<file path="src/rtl/ess_pkg.sv">
`default_nettype none

package ess_pkg;

   // Group capacity and the widths that follow from it.
   localparam int MAX_MODELS = 16;
   localparam int CNT_W      = $clog2(MAX_MODELS + 1);
   localparam int TEMP_W     = 16;
   localparam int REG_W      = 16;
   localparam int SUM_W      = TEMP_W + CNT_W;
   localparam int SQ_W       = 2 * TEMP_W + CNT_W - 2;

   // n * sumsq and sum * sum, and the clamped difference of the two.
   localparam int NSQ_W  = SQ_W + CNT_W;
   localparam int SUM2_W = 2 * SUM_W;
   localparam int D_W    = NSQ_W;

   // Radicand is the difference shifted up by 16 bits; kept even for the root.
   localparam int FRAC_W = 16;
   localparam int RAD_W  = 2 * ((D_W + FRAC_W + 1) / 2);
   localparam int ROOT_W = RAD_W / 2;

   // Root times scale, plus the rounding term, then shifted down by 16.
   localparam int PROD_W = ROOT_W + REG_W;
   localparam int X_W    = PROD_W + 1;
   localparam int Y_W    = X_W - FRAC_W;

   // Shared divider width covers both the mean and the sigma dividends.
   localparam int DIV_W  = (Y_W > SUM_W + 1) ? Y_W : SUM_W + 1;
   localparam int DCNT_W = $clog2(DIV_W + 1);

   // Configuration register indexes.
   localparam int CSR_IDX_W = 2;
   localparam logic [CSR_IDX_W-1:0] CSR_AGREE_THRESHOLD = 2'd0;
   localparam logic [CSR_IDX_W-1:0] CSR_SIGMA_SCALE     = 2'd1;

   localparam logic [REG_W-1:0] AGREE_THRESHOLD_RESET = 16'd384;
   localparam logic [REG_W-1:0] SIGMA_SCALE_RESET     = 16'd640;

   typedef struct packed {
      logic [15:0]        date_tag;
      logic signed [15:0] temperature;
      logic               last;
   } req_type;

   typedef struct packed {
      logic [15:0]        group_tag;
      logic [4:0]         value_count;
      logic signed [15:0] mean_value;
      logic [15:0]        value_range;
      logic [15:0]        scaled_sigma;
      logic               agree;
      logic               dropped;
   } rsp_type;

   typedef enum logic [3:0] {
      ST_COLLECT,
      ST_MULT,
      ST_MEAN_GO,
      ST_MEAN_WAIT,
      ST_ROOT_GO,
      ST_ROOT_WAIT,
      ST_SCALE,
      ST_SIGMA_GO,
      ST_SIGMA_WAIT,
      ST_EMIT
   } state_type;

   typedef struct packed {
      logic acc_en;
      logic acc_clear;
      logic mul_load;
      logic div_start_mean;
      logic mean_store;
      logic sqrt_start;
      logic scale_load;
      logic div_start_sigma;
      logic sigma_store;
      logic out_load;
   } cmd_type;

   typedef struct packed {
      logic div_done;
      logic sqrt_done;
   } sts_type;

endpackage

`default_nettype wire

</file>
<file path="src/rtl/ess_divider.sv">
`default_nettype none

module ess_divider (
   input  wire logic                      clock,
   input  wire logic                      reset,
   input  wire logic                      start,
   input  wire logic [ess_pkg::DIV_W-1:0] dividend,
   input  wire logic [ess_pkg::CNT_W-1:0] divisor,
   output logic      [ess_pkg::DIV_W-1:0] quotient,
   output logic                           done
);
   import ess_pkg::*;

   // Restoring division, one quotient bit per cycle, MSB first.
   logic [DIV_W-1:0]  quo_ff, quo_in;
   logic [CNT_W-1:0]  rem_ff, rem_in;
   logic [CNT_W-1:0]  dsr_ff, dsr_in;
   logic [DCNT_W-1:0] cnt_ff, cnt_in;
   logic              done_ff, done_in;
   logic [CNT_W:0]    shifted;
   logic              fits;

   always_comb begin
      shifted = {rem_ff, quo_ff[DIV_W-1]};
      fits    = (shifted >= {1'b0, dsr_ff});
      quo_in  = quo_ff;
      rem_in  = rem_ff;
      dsr_in  = dsr_ff;
      cnt_in  = cnt_ff;
      done_in = done_ff;
      if (start) begin
         quo_in  = dividend;
         rem_in  = '0;
         dsr_in  = divisor;
         cnt_in  = DCNT_W'(DIV_W);
         done_in = 1'b0;
      end else if (cnt_ff != '0) begin
         quo_in = {quo_ff[DIV_W-2:0], fits};
         rem_in = fits ? CNT_W'(shifted - {1'b0, dsr_ff}) : shifted[CNT_W-1:0];
         cnt_in = cnt_ff - 1'b1;
         if (cnt_ff == DCNT_W'(1)) begin
            done_in = 1'b1;
         end
      end
   end

   always_ff @(posedge clock) begin
      if (reset) begin
         cnt_ff  <= '0;
         done_ff <= 1'b0;
      end else begin
         cnt_ff  <= cnt_in;
         done_ff <= done_in;
      end
      quo_ff <= quo_in;
      rem_ff <= rem_in;
      dsr_ff <= dsr_in;
   end

   assign quotient = quo_ff;
   assign done     = done_ff;

endmodule

`default_nettype wire

</file>
<file path="src/rtl/ess_sqrt.sv">
`default_nettype none

module ess_sqrt (
   input  wire logic                       clock,
   input  wire logic                       reset,
   input  wire logic                       start,
   input  wire logic [ess_pkg::RAD_W-1:0]  radicand,
   output logic      [ess_pkg::ROOT_W-1:0] root,
   output logic                            done
);
   import ess_pkg::*;

   // Digit-by-digit integer square root, one result bit per cycle.
   logic [RAD_W-1:0] val_ff, val_in;
   logic [RAD_W-1:0] res_ff, res_in;
   logic [RAD_W-1:0] bit_ff, bit_in;
   logic             done_ff, done_in;
   logic [RAD_W-1:0] trial;

   always_comb begin
      trial   = res_ff + bit_ff;
      val_in  = val_ff;
      res_in  = res_ff;
      bit_in  = bit_ff;
      done_in = done_ff;
      if (start) begin
         val_in  = radicand;
         res_in  = '0;
         bit_in  = RAD_W'(1) << (RAD_W - 2);
         done_in = 1'b0;
      end else if (bit_ff != '0) begin
         if (val_ff >= trial) begin
            val_in = val_ff - trial;
            res_in = (res_ff >> 1) + bit_ff;
         end else begin
            res_in = res_ff >> 1;
         end
         bit_in = bit_ff >> 2;
         if (bit_ff == RAD_W'(1)) begin
            done_in = 1'b1;
         end
      end
   end

   always_ff @(posedge clock) begin
      if (reset) begin
         bit_ff  <= '0;
         done_ff <= 1'b0;
      end else begin
         bit_ff  <= bit_in;
         done_ff <= done_in;
      end
      val_ff <= val_in;
      res_ff <= res_in;
   end

   assign root = res_ff[ROOT_W-1:0];
   assign done = done_ff;

endmodule

`default_nettype wire

</file>
<file path="src/rtl/ess_datapath.sv">
`default_nettype none

module ess_datapath (
   input  wire logic                          clock,
   input  wire logic                          reset,
   input  wire ess_pkg::cmd_type              cmd,
   output ess_pkg::sts_type                   sts,
   input  wire ess_pkg::req_type              req_data,
   output ess_pkg::rsp_type                   rsp_data,
   input  wire logic                          csr_write_en,
   input  wire logic [ess_pkg::CSR_IDX_W-1:0] csr_index,
   input  wire logic [ess_pkg::REG_W-1:0]     csr_wdata
);
   import ess_pkg::*;

   logic [REG_W-1:0]         thr_ff, thr_in;
   logic [REG_W-1:0]         scale_ff, scale_in;

   logic [15:0]              tag_ff, tag_in;
   logic [CNT_W-1:0]         cnt_ff, cnt_in;
   logic signed [SUM_W-1:0]  sum_ff, sum_in;
   logic [SQ_W-1:0]          sq_ff, sq_in;
   logic signed [TEMP_W-1:0] min_ff, min_in;
   logic signed [TEMP_W-1:0] max_ff, max_in;
   logic                     ovf_ff, ovf_in;

   logic [NSQ_W-1:0]         nsq_ff;
   logic [SUM2_W-1:0]        ssq_ff;
   logic [PROD_W-1:0]        prod_ff;
   logic [DIV_W-1:0]         mean_q_ff;
   logic [DIV_W-1:0]         sigma_q_ff;
   rsp_type                  rsp_ff;

   logic signed [2*TEMP_W-1:0] tsq;
   logic signed [SUM2_W-1:0]   ssq;
   logic signed [SUM2_W:0]     diff;
   logic [D_W-1:0]             dval;
   logic [RAD_W-1:0]           radicand;
   logic [SUM_W-1:0]           abs_sum;
   logic [X_W-1:0]             xval;
   logic [DIV_W-1:0]           div_dividend;
   logic                       div_start;
   logic [DIV_W-1:0]           quotient;
   logic [ROOT_W-1:0]          root;
   logic signed [TEMP_W:0]     span;
   logic [15:0]                mean_mag;
   rsp_type                    rsp_in;

   // Configuration registers.
   always_comb begin
      thr_in   = thr_ff;
      scale_in = scale_ff;
      if (csr_write_en) begin
         case (csr_index)
            CSR_AGREE_THRESHOLD: thr_in   = csr_wdata;
            CSR_SIGMA_SCALE:     scale_in = csr_wdata;
            default: ;
         endcase
      end
   end

   // Group accumulators.
   always_comb begin
      tsq    = req_data.temperature * req_data.temperature;
      tag_in = tag_ff;
      cnt_in = cnt_ff;
      sum_in = sum_ff;
      sq_in  = sq_ff;
      min_in = min_ff;
      max_in = max_ff;
      ovf_in = ovf_ff;
      if (cmd.acc_clear) begin
         cnt_in = '0;
         sum_in = '0;
         sq_in  = '0;
         min_in = {1'b0, {(TEMP_W-1){1'b1}}};
         max_in = {1'b1, {(TEMP_W-1){1'b0}}};
         ovf_in = 1'b0;
      end else if (cmd.acc_en) begin
         tag_in = req_data.date_tag;
         if (cnt_ff < CNT_W'(MAX_MODELS)) begin
            cnt_in = cnt_ff + 1'b1;
            sum_in = sum_ff + SUM_W'(req_data.temperature);
            sq_in  = sq_ff + SQ_W'(unsigned'(tsq));
            if (req_data.temperature < min_ff) begin
               min_in = req_data.temperature;
            end
            if (req_data.temperature > max_ff) begin
               max_in = req_data.temperature;
            end
         end else begin
            ovf_in = 1'b1;
         end
      end
   end

   // Closing arithmetic feeding the shared divider and the root unit.
   always_comb begin
      ssq     = sum_ff * sum_ff;
      diff    = $signed({1'b0, SUM2_W'(nsq_ff)}) - $signed({1'b0, ssq_ff});
      dval    = diff[SUM2_W] ? '0 : diff[D_W-1:0];
      radicand = RAD_W'({dval, {FRAC_W{1'b0}}});
      abs_sum = sum_ff[SUM_W-1] ? SUM_W'(-sum_ff) : SUM_W'(sum_ff);
      xval    = X_W'(prod_ff) + (X_W'(cnt_ff) << (FRAC_W - 1));
      div_start = cmd.div_start_mean | cmd.div_start_sigma;
      if (cmd.div_start_sigma) begin
         div_dividend = DIV_W'(xval[X_W-1:FRAC_W]);
      end else begin
         div_dividend = DIV_W'(abs_sum) + DIV_W'(cnt_ff >> 1);
      end
   end

   ess_divider u_divider (
      .clock    (clock),
      .reset    (reset),
      .start    (div_start),
      .dividend (div_dividend),
      .divisor  (cnt_ff),
      .quotient (quotient),
      .done     (sts.div_done)
   );

   ess_sqrt u_sqrt (
      .clock    (clock),
      .reset    (reset),
      .start    (cmd.sqrt_start),
      .radicand (radicand),
      .root     (root),
      .done     (sts.sqrt_done)
   );

   // Result assembly.
   always_comb begin
      span     = $signed({max_ff[TEMP_W-1], max_ff}) - $signed({min_ff[TEMP_W-1], min_ff});
      mean_mag = mean_q_ff[15:0];
      rsp_in.group_tag   = tag_ff;
      rsp_in.value_count = 5'(cnt_ff);
      if (cnt_ff == '0) begin
         rsp_in.mean_value  = '0;
         rsp_in.value_range = '0;
      end else begin
         rsp_in.mean_value  = sum_ff[SUM_W-1] ? -mean_mag : mean_mag;
         rsp_in.value_range = span[15:0];
      end
      if (cnt_ff <= CNT_W'(1)) begin
         rsp_in.scaled_sigma = '0;
      end else if (sigma_q_ff > DIV_W'(16'hFFFF)) begin
         rsp_in.scaled_sigma = 16'hFFFF;
      end else begin
         rsp_in.scaled_sigma = sigma_q_ff[15:0];
      end
      rsp_in.agree   = (rsp_in.value_range < thr_ff);
      rsp_in.dropped = ovf_ff;
   end

   always_ff @(posedge clock) begin
      if (reset) begin
         thr_ff   <= AGREE_THRESHOLD_RESET;
         scale_ff <= SIGMA_SCALE_RESET;
         cnt_ff   <= '0;
         sum_ff   <= '0;
         sq_ff    <= '0;
         min_ff   <= {1'b0, {(TEMP_W-1){1'b1}}};
         max_ff   <= {1'b1, {(TEMP_W-1){1'b0}}};
         ovf_ff   <= 1'b0;
      end else begin
         thr_ff   <= thr_in;
         scale_ff <= scale_in;
         cnt_ff   <= cnt_in;
         sum_ff   <= sum_in;
         sq_ff    <= sq_in;
         min_ff   <= min_in;
         max_ff   <= max_in;
         ovf_ff   <= ovf_in;
      end
      tag_ff <= tag_in;
      if (cmd.mul_load) begin
         nsq_ff <= cnt_ff * sq_ff;
         ssq_ff <= unsigned'(ssq);
      end
      if (cmd.scale_load) begin
         prod_ff <= root * scale_ff;
      end
      if (cmd.mean_store) begin
         mean_q_ff <= quotient;
      end
      if (cmd.sigma_store) begin
         sigma_q_ff <= quotient;
      end
      if (cmd.out_load) begin
         rsp_ff <= rsp_in;
      end
   end

   assign rsp_data = rsp_ff;

endmodule

`default_nettype wire

</file>
<file path="src/rtl/ess_ctrl.sv">
`default_nettype none

module ess_ctrl (
   input  wire logic             clock,
   input  wire logic             reset,
   input  wire logic             req_valid,
   input  wire logic             req_last,
   output logic                  req_ready,
   output logic                  rsp_valid,
   input  wire logic             rsp_ready,
   output ess_pkg::cmd_type      cmd,
   input  wire ess_pkg::sts_type sts
);
   import ess_pkg::*;

   state_type state_ff, state_in;
   logic      rsp_valid_ff, rsp_valid_in;
   logic      out_free;

   assign out_free = !rsp_valid_ff || rsp_ready;

   always_comb begin
      state_in = state_ff;
      case (state_ff)
         ST_COLLECT:    if (req_valid && req_last) state_in = ST_MULT;
         ST_MULT:       state_in = ST_MEAN_GO;
         ST_MEAN_GO:    state_in = ST_MEAN_WAIT;
         ST_MEAN_WAIT:  if (sts.div_done) state_in = ST_ROOT_GO;
         ST_ROOT_GO:    state_in = ST_ROOT_WAIT;
         ST_ROOT_WAIT:  if (sts.sqrt_done) state_in = ST_SCALE;
         ST_SCALE:      state_in = ST_SIGMA_GO;
         ST_SIGMA_GO:   state_in = ST_SIGMA_WAIT;
         ST_SIGMA_WAIT: if (sts.div_done) state_in = ST_EMIT;
         ST_EMIT:       if (out_free) state_in = ST_COLLECT;
         default:       state_in = ST_COLLECT;
      endcase
   end

   always_comb begin
      cmd       = '0;
      req_ready = 1'b0;
      case (state_ff)
         ST_COLLECT: begin
            req_ready  = 1'b1;
            cmd.acc_en = req_valid;
         end
         ST_MULT:       cmd.mul_load = 1'b1;
         ST_MEAN_GO:    cmd.div_start_mean = 1'b1;
         ST_MEAN_WAIT:  cmd.mean_store = sts.div_done;
         ST_ROOT_GO:    cmd.sqrt_start = 1'b1;
         ST_ROOT_WAIT:  ;
         ST_SCALE:      cmd.scale_load = 1'b1;
         ST_SIGMA_GO:   cmd.div_start_sigma = 1'b1;
         ST_SIGMA_WAIT: cmd.sigma_store = sts.div_done;
         ST_EMIT: begin
            cmd.out_load  = out_free;
            cmd.acc_clear = out_free;
         end
         default: ;
      endcase
   end

   always_comb begin
      if (cmd.out_load) begin
         rsp_valid_in = 1'b1;
      end else if (rsp_ready) begin
         rsp_valid_in = 1'b0;
      end else begin
         rsp_valid_in = rsp_valid_ff;
      end
   end

   always_ff @(posedge clock) begin
      if (reset) begin
         state_ff     <= ST_COLLECT;
         rsp_valid_ff <= 1'b0;
      end else begin
         state_ff     <= state_in;
         rsp_valid_ff <= rsp_valid_in;
      end
   end

   assign rsp_valid = rsp_valid_ff;

endmodule

`default_nettype wire

</file>
<file path="src/rtl/ensemble_spread_statistics.sv">
// Ensemble spread statistics over date groups.
//
// Requests arrive on req_valid/req_ready/req_data, one model temperature
// (signed Q8.8) each, tagged with a date. A request with last set closes the
// group. Requests without last are taken one per clock cycle while a group
// is collected and give no response. A closing request gives one response
// on rsp_valid/rsp_ready/rsp_data with the tag, count, rounded mean, range,
// scaled sigma and flags. Values beyond the group capacity are discarded
// and flag the response. After a closing request, and before rsp_valid
// rises, one shared restoring divider runs twice (one quotient bit a cycle,
// for the mean and for sigma) and the square root unit takes one bit a cycle.
// req_ready is low for that whole time. The finished response sits in an
// output register, so a new group is collected while the receiver stalls;
// only the next closing group waits until that register is free.
// The csr_ port writes agree_threshold (index 0) and sigma_scale (index 1).
// Reset, synchronous and active high, restores the register defaults
// (1.5 and 2.5), clears the group and drops any pending response.
`default_nettype none

module ensemble_spread_statistics (
   input  wire logic                          clock,
   input  wire logic                          reset,
   input  wire logic                          req_valid,
   output logic                               req_ready,
   input  wire ess_pkg::req_type              req_data,
   output logic                               rsp_valid,
   input  wire logic                          rsp_ready,
   output ess_pkg::rsp_type                   rsp_data,
   input  wire logic                          csr_write_en,
   input  wire logic [ess_pkg::CSR_IDX_W-1:0] csr_index,
   input  wire logic [ess_pkg::REG_W-1:0]     csr_wdata
);
   import ess_pkg::*;

   cmd_type cmd;
   sts_type sts;

   // Sequencer: collection, products, mean division, root, scaling, sigma division, output.
   ess_ctrl u_ctrl (
      .clock     (clock),
      .reset     (reset),
      .req_valid (req_valid),
      .req_last  (req_data.last),
      .req_ready (req_ready),
      .rsp_valid (rsp_valid),
      .rsp_ready (rsp_ready),
      .cmd       (cmd),
      .sts       (sts)
   );

   // Accumulators, configuration, arithmetic units and the response register.
   ess_datapath u_datapath (
      .clock        (clock),
      .reset        (reset),
      .cmd          (cmd),
      .sts          (sts),
      .req_data     (req_data),
      .rsp_data     (rsp_data),
      .csr_write_en (csr_write_en),
      .csr_index    (csr_index),
      .csr_wdata    (csr_wdata)
   );

endmodule

`default_nettype wire

</file>
<file path="config.mk">
export PLATFORM = sky130hd
export DESIGN_NAME = ensemble_spread_statistics
export DESIGN_NICKNAME = d
export VERILOG_FILES = /design/src/rtl/ess_pkg.sv /design/src/rtl/ess_divider.sv /design/src/rtl/ess_sqrt.sv /design/src/rtl/ess_datapath.sv /design/src/rtl/ess_ctrl.sv /design/src/rtl/ensemble_spread_statistics.sv
export SDC_FILE = /design/constraint.sdc
export NUM_CORES = 2
export LEC_CHECK = 0
export ABC_AREA = 1
export BUFFER_PORTS_ARGS = -buffer_cell sky130_fd_sc_hd__buf_4
export CAP_MARGIN = 20
export CORE_ASPECT_RATIO = 1.25
export CORE_MARGIN = 3
export CORE_UTILIZATION = 40
export CTS_CLUSTER_SIZE = 10
export DETAILED_ROUTE_END_ITERATION = 8
export GPL_TIMING_DRIVEN = 0
export HOLD_SLACK_MARGIN = 0.1
export PLACE_DENSITY = 0.52
export SYNTH_ARGS = -nofsm -noshare
export SYNTH_HDL_FRONTEND = slang
export SYNTH_HIERARCHICAL = 1
export SYNTH_SLANG_ARGS = --single-unit
export TNS_END_PERCENT = 50
</file>
<file path="constraint.sdc">
create_clock -name clock -period 18.9 [get_ports clock]
set_clock_uncertainty 0.05 [all_clocks]
set_input_delay 0.945 -clock clock [delete_from_list [all_inputs] [get_ports clock]]
set_output_delay 0.945 -clock clock [all_outputs]
set_load 0.005 [all_outputs]
</file>
==> impl_metrics.env <==
export IMPL_final_cell_mix="nand2_1 (2956), inv_1 (2652), fa_1 (1120), nor2_1 (892), ha_1 (660)"
export IMPL_coreArea_mm2=0.2149
export IMPL_critPathBufInv=6
export IMPL_vias=76381
export IMPL_dr_pass1_iters=8
export IMPL_grt_max_degree=72
export IMPL_cp_data_arrival_time_ns=9.82
export IMPL_drtIter0Drc=5623
export IMPL_die_x_um=422.2
export IMPL_period_needed_ns=9.231
export IMPL_ctsHoldBuffers=0
export IMPL_synth_edff_count=332
export IMPL_routedWlPerCell_um=20.52
export IMPL_synthCells=11795
export IMPL_antenna_left=0
export IMPL_drt_met1_wl_mm=123.3
export IMPL_grt_pass1_vias=77809
export IMPL_tns_ns=0
export IMPL_start_util=0.4031
export IMPL_synthFlopType="edfxtp_1"
export IMPL_topRoutingLayerUsed="met4"
export IMPL_worst_path_dominant_cell_family="adder cells"
export IMPL_syn2layout_area_growth_pct=8.373
export IMPL_worstSetupPathType="input port to flip-flop"
export IMPL_hold_violations=0
export IMPL_critPathSlowestCell="fa_1"
export IMPL_rsz0062_at_grt="false"
export IMPL_clock_fmax_mhz=108.3
export IMPL_dieArea_mm2=0.2222
export IMPL_wl_met3_mm=13.93
export IMPL_clkLatencyLatePin_ns=0.71
export IMPL_setup_viol=0
export IMPL_cts_root_buf="clkbuf_16"
export IMPL_path_clk_slew_ns=0.06
export IMPL_syn_avg_cell_area_um2=7.344
export IMPL_dp_hpwl_mm=261.3
export IMPL_io_pins=129
export IMPL_relSlewSlack=0.2303
export IMPL_grtUsageTotal=0.2728
export IMPL_max_slew_worst_pin_slew_ns=1.155
export IMPL_gp_congestion=0.9569
export IMPL_htreeDepth=3
export IMPL_synth_cell_types=66
export IMPL_clkSinkCount=559
export IMPL_grt_pass1_wl_mm=463.8
export IMPL_ff2ff_setup_slack_ns=10.39
export IMPL_status="completed"
export IMPL_yosys_warnings=6
export IMPL_cts_tree="done"
export IMPL_start_kind="input port"
export IMPL_io_buffer_count=128
export IMPL_cp_end_kind="flip-flop"
export IMPL_cts_buffers=73
export IMPL_crit_top_cell="fa_1"
export IMPL_slew_violations=0
export IMPL_post_cts_buffers=0
export IMPL_slowest_delay_ns=0.93
export IMPL_rows=190
export IMPL_required_ns=19.49
export IMPL_post_route_period_util=0.4884
export IMPL_gr_total_overflow=0
export IMPL_cts_resized=0
export IMPL_cp_max_fo=10
export IMPL_worstHoldPathType="input port to flip-flop"
export IMPL_finalWirelength_mm=307.0
export IMPL_nets=13867
export IMPL_drc=0
export IMPL_synth_seq_area_share=0.1676
export IMPL_vias_per_cell=5.104
export IMPL_fillers=22628
export IMPL_maxCapViolations=0
export IMPL_final_common_cell="nand2_1"
export IMPL_antenna_found_initial=2
export IMPL_syn_area_mm2=0.08662
export IMPL_ys_seq_elements=559
export IMPL_wl_met2_mm=154.9
export IMPL_async_reset_ff_frac=0
export IMPL_clockBufferDepth=3
export IMPL_die_h_um=526.3
export IMPL_drive_gt1_frac=0.03873
==> synthesized netlist by cell type, types with 14 or more instances <==
library cell / instances / area share
clkbuf_1: 235 / 0.010
buf_1: 40 / 0.0017
nand4_1: 151 / 0.011
o21bai_1: 61 / 0.0053
nor2_2: 23 / 0.0017
a21o_1: 41 / 0.0036
nand2_1: 2957 / 0.13
nand3_1: 490 / 0.028
nor3_1: 95 / 0.0055
dfxtp_1: 227 / 0.052
xnor2_1: 112 / 0.011
ha_1: 660 / 0.095
nand3b_1: 23 / 0.0020
nor2_1: 895 / 0.039
nand2_2: 18 / 0.0013
o21ai_0: 456 / 0.026
buf_2: 45 / 0.0026
o21a_1: 15 / 0.0013
or2_2: 31 / 0.0022
fa_1: 1120 / 0.26
nor4_1: 33 / 0.0024
inv_2: 14 / 0.00061
a31oi_1: 55 / 0.0040
a21oi_1: 560 / 0.032
xor2_1: 202 / 0.020
o21ai_1: 38 / 0.0022
inv_1: 2652 / 0.11
o211ai_1: 31 / 0.0027
edfxtp_1: 332 / 0.12
buf_4: 41 / 0.0036
==> registers in the layout (all words and copies together) (netlist names), 35 cells and up <==
register	cells
u_datapath/rsp_data	71
u_datapath/sq_ff	35
u_datapath/u_sqrt/val_ff	56
u_datapath/nsq_ff	40
u_datapath/u_sqrt/res_ff	56
u_datapath/ssq_ff	41
==> routing by layer <==
| layer | vias to the layer above | track usage |
|---|---|---|
| met1 | 37079 | 0.3306 |
| li1 | 36636 | - |
| met2 | 2151 | 0.4909 |
| met5 | - | 0 |
| met4 | 0 | 0.1160 |
| met3 | 515 | 0.02712 |
==> logic make-up after synthesis <==
family	Yosys count	share of synthesized area
AO/OA/AOI/OAI	1332	0.08486
XOR/XNOR	314	0.03175
adder cells (fa/ha/maj)	1780	0.3542
buffers and inverters	3035	0.1343
flip-flops	559	0.1676
other	1	0.00004329
AND/OR/NAND/NOR	4774	0.2273
==> worst reg2reg max path, stage by stage, from the launching register on <==
cell	delay, ns
dfxtp_1	0.73
clkbuf_1	0.72
buf_1	0.69
nand2_1	0.16
fa_1	0.58
inv_1	0.08
fa_1	0.49
fa_1	0.55
inv_1	0.05
fa_1	0.49
inv_1	0.04
ha_1	0.26
inv_1	0.05
fa_1	0.53
inv_1	0.06
fa_1	0.49
ha_1	0.39
nand2_1	0.14
inv_1	0.05
a21oi_1	0.17
nand2_1	0.14
a21oi_1	0.33
o21bai_1	0.21
nand2_1	0.09
nand2_1	0.10
nand2_1	0.08
nand2_1	0.06
xor2_1	0.45
==> worst paths after layout <==
check	start	end	cells past startpoint
max	req_data[16]	u_datapath/sq_ff[32]$_SDFFE_PP0P_	29
min	req_data[17]	u_datapath/tag_ff[0]$_DFFE_PP_	1
max reg2reg	u_datapath/sum_ff[6]$_SDFFE_PP0P_	u_datapath/ssq_ff[28]$_DFFE_PP_	27
min reg2reg	u_datapath/tag_ff[6]$_DFFE_PP_	u_datapath/rsp_data[61]$_DFFE_PP_	0
==> stage by stage <==
step / worst slack (ns) / std cells / cell area [um2] / hold slack [ns] / util
2_1_floorplan: 10.97 / 11810 / 86680 / 0.3503 / -
4_1_cts: 9.734 / 14963 / 93850 / 0.2972 / 0.4367
5_1_grt: 9.168 / 14965 / 93880 / 0.3266 / 0.4368
3_3_place_gp: 8.503 / 14818 / 91240 / 0.3503 / 0.4246
6_report: 9.669 / 14965 / 93880 / 0.3619 / 0.4368
3_5_place_dp: 8.970 / 14835 / 91530 / 0.3545 / 0.4259
==> final cells by class <==
class / count / area [um2] / share of cell area
multi-input cells: 8216 / 60560 / 0.6451
inverters: 2670 / 10020 / 0.1068
clock buffers: 105 / 1967 / 0.02095
plain buffers: 365 / 1610 / 0.01715
repair buffers: 146 / 1244 / 0.01325
diodes: 1 / 2.502 / 0.00002666
flip-flops and latches: 559 / 14510 / 0.1546
well taps: 2880 / 3603 / 0.03839
clock inverters: 23 / 350.3 / 0.003732
Power is not shown: default switching activity piles up to over one toggle a cycle in this logic, so the estimate is an artifact.
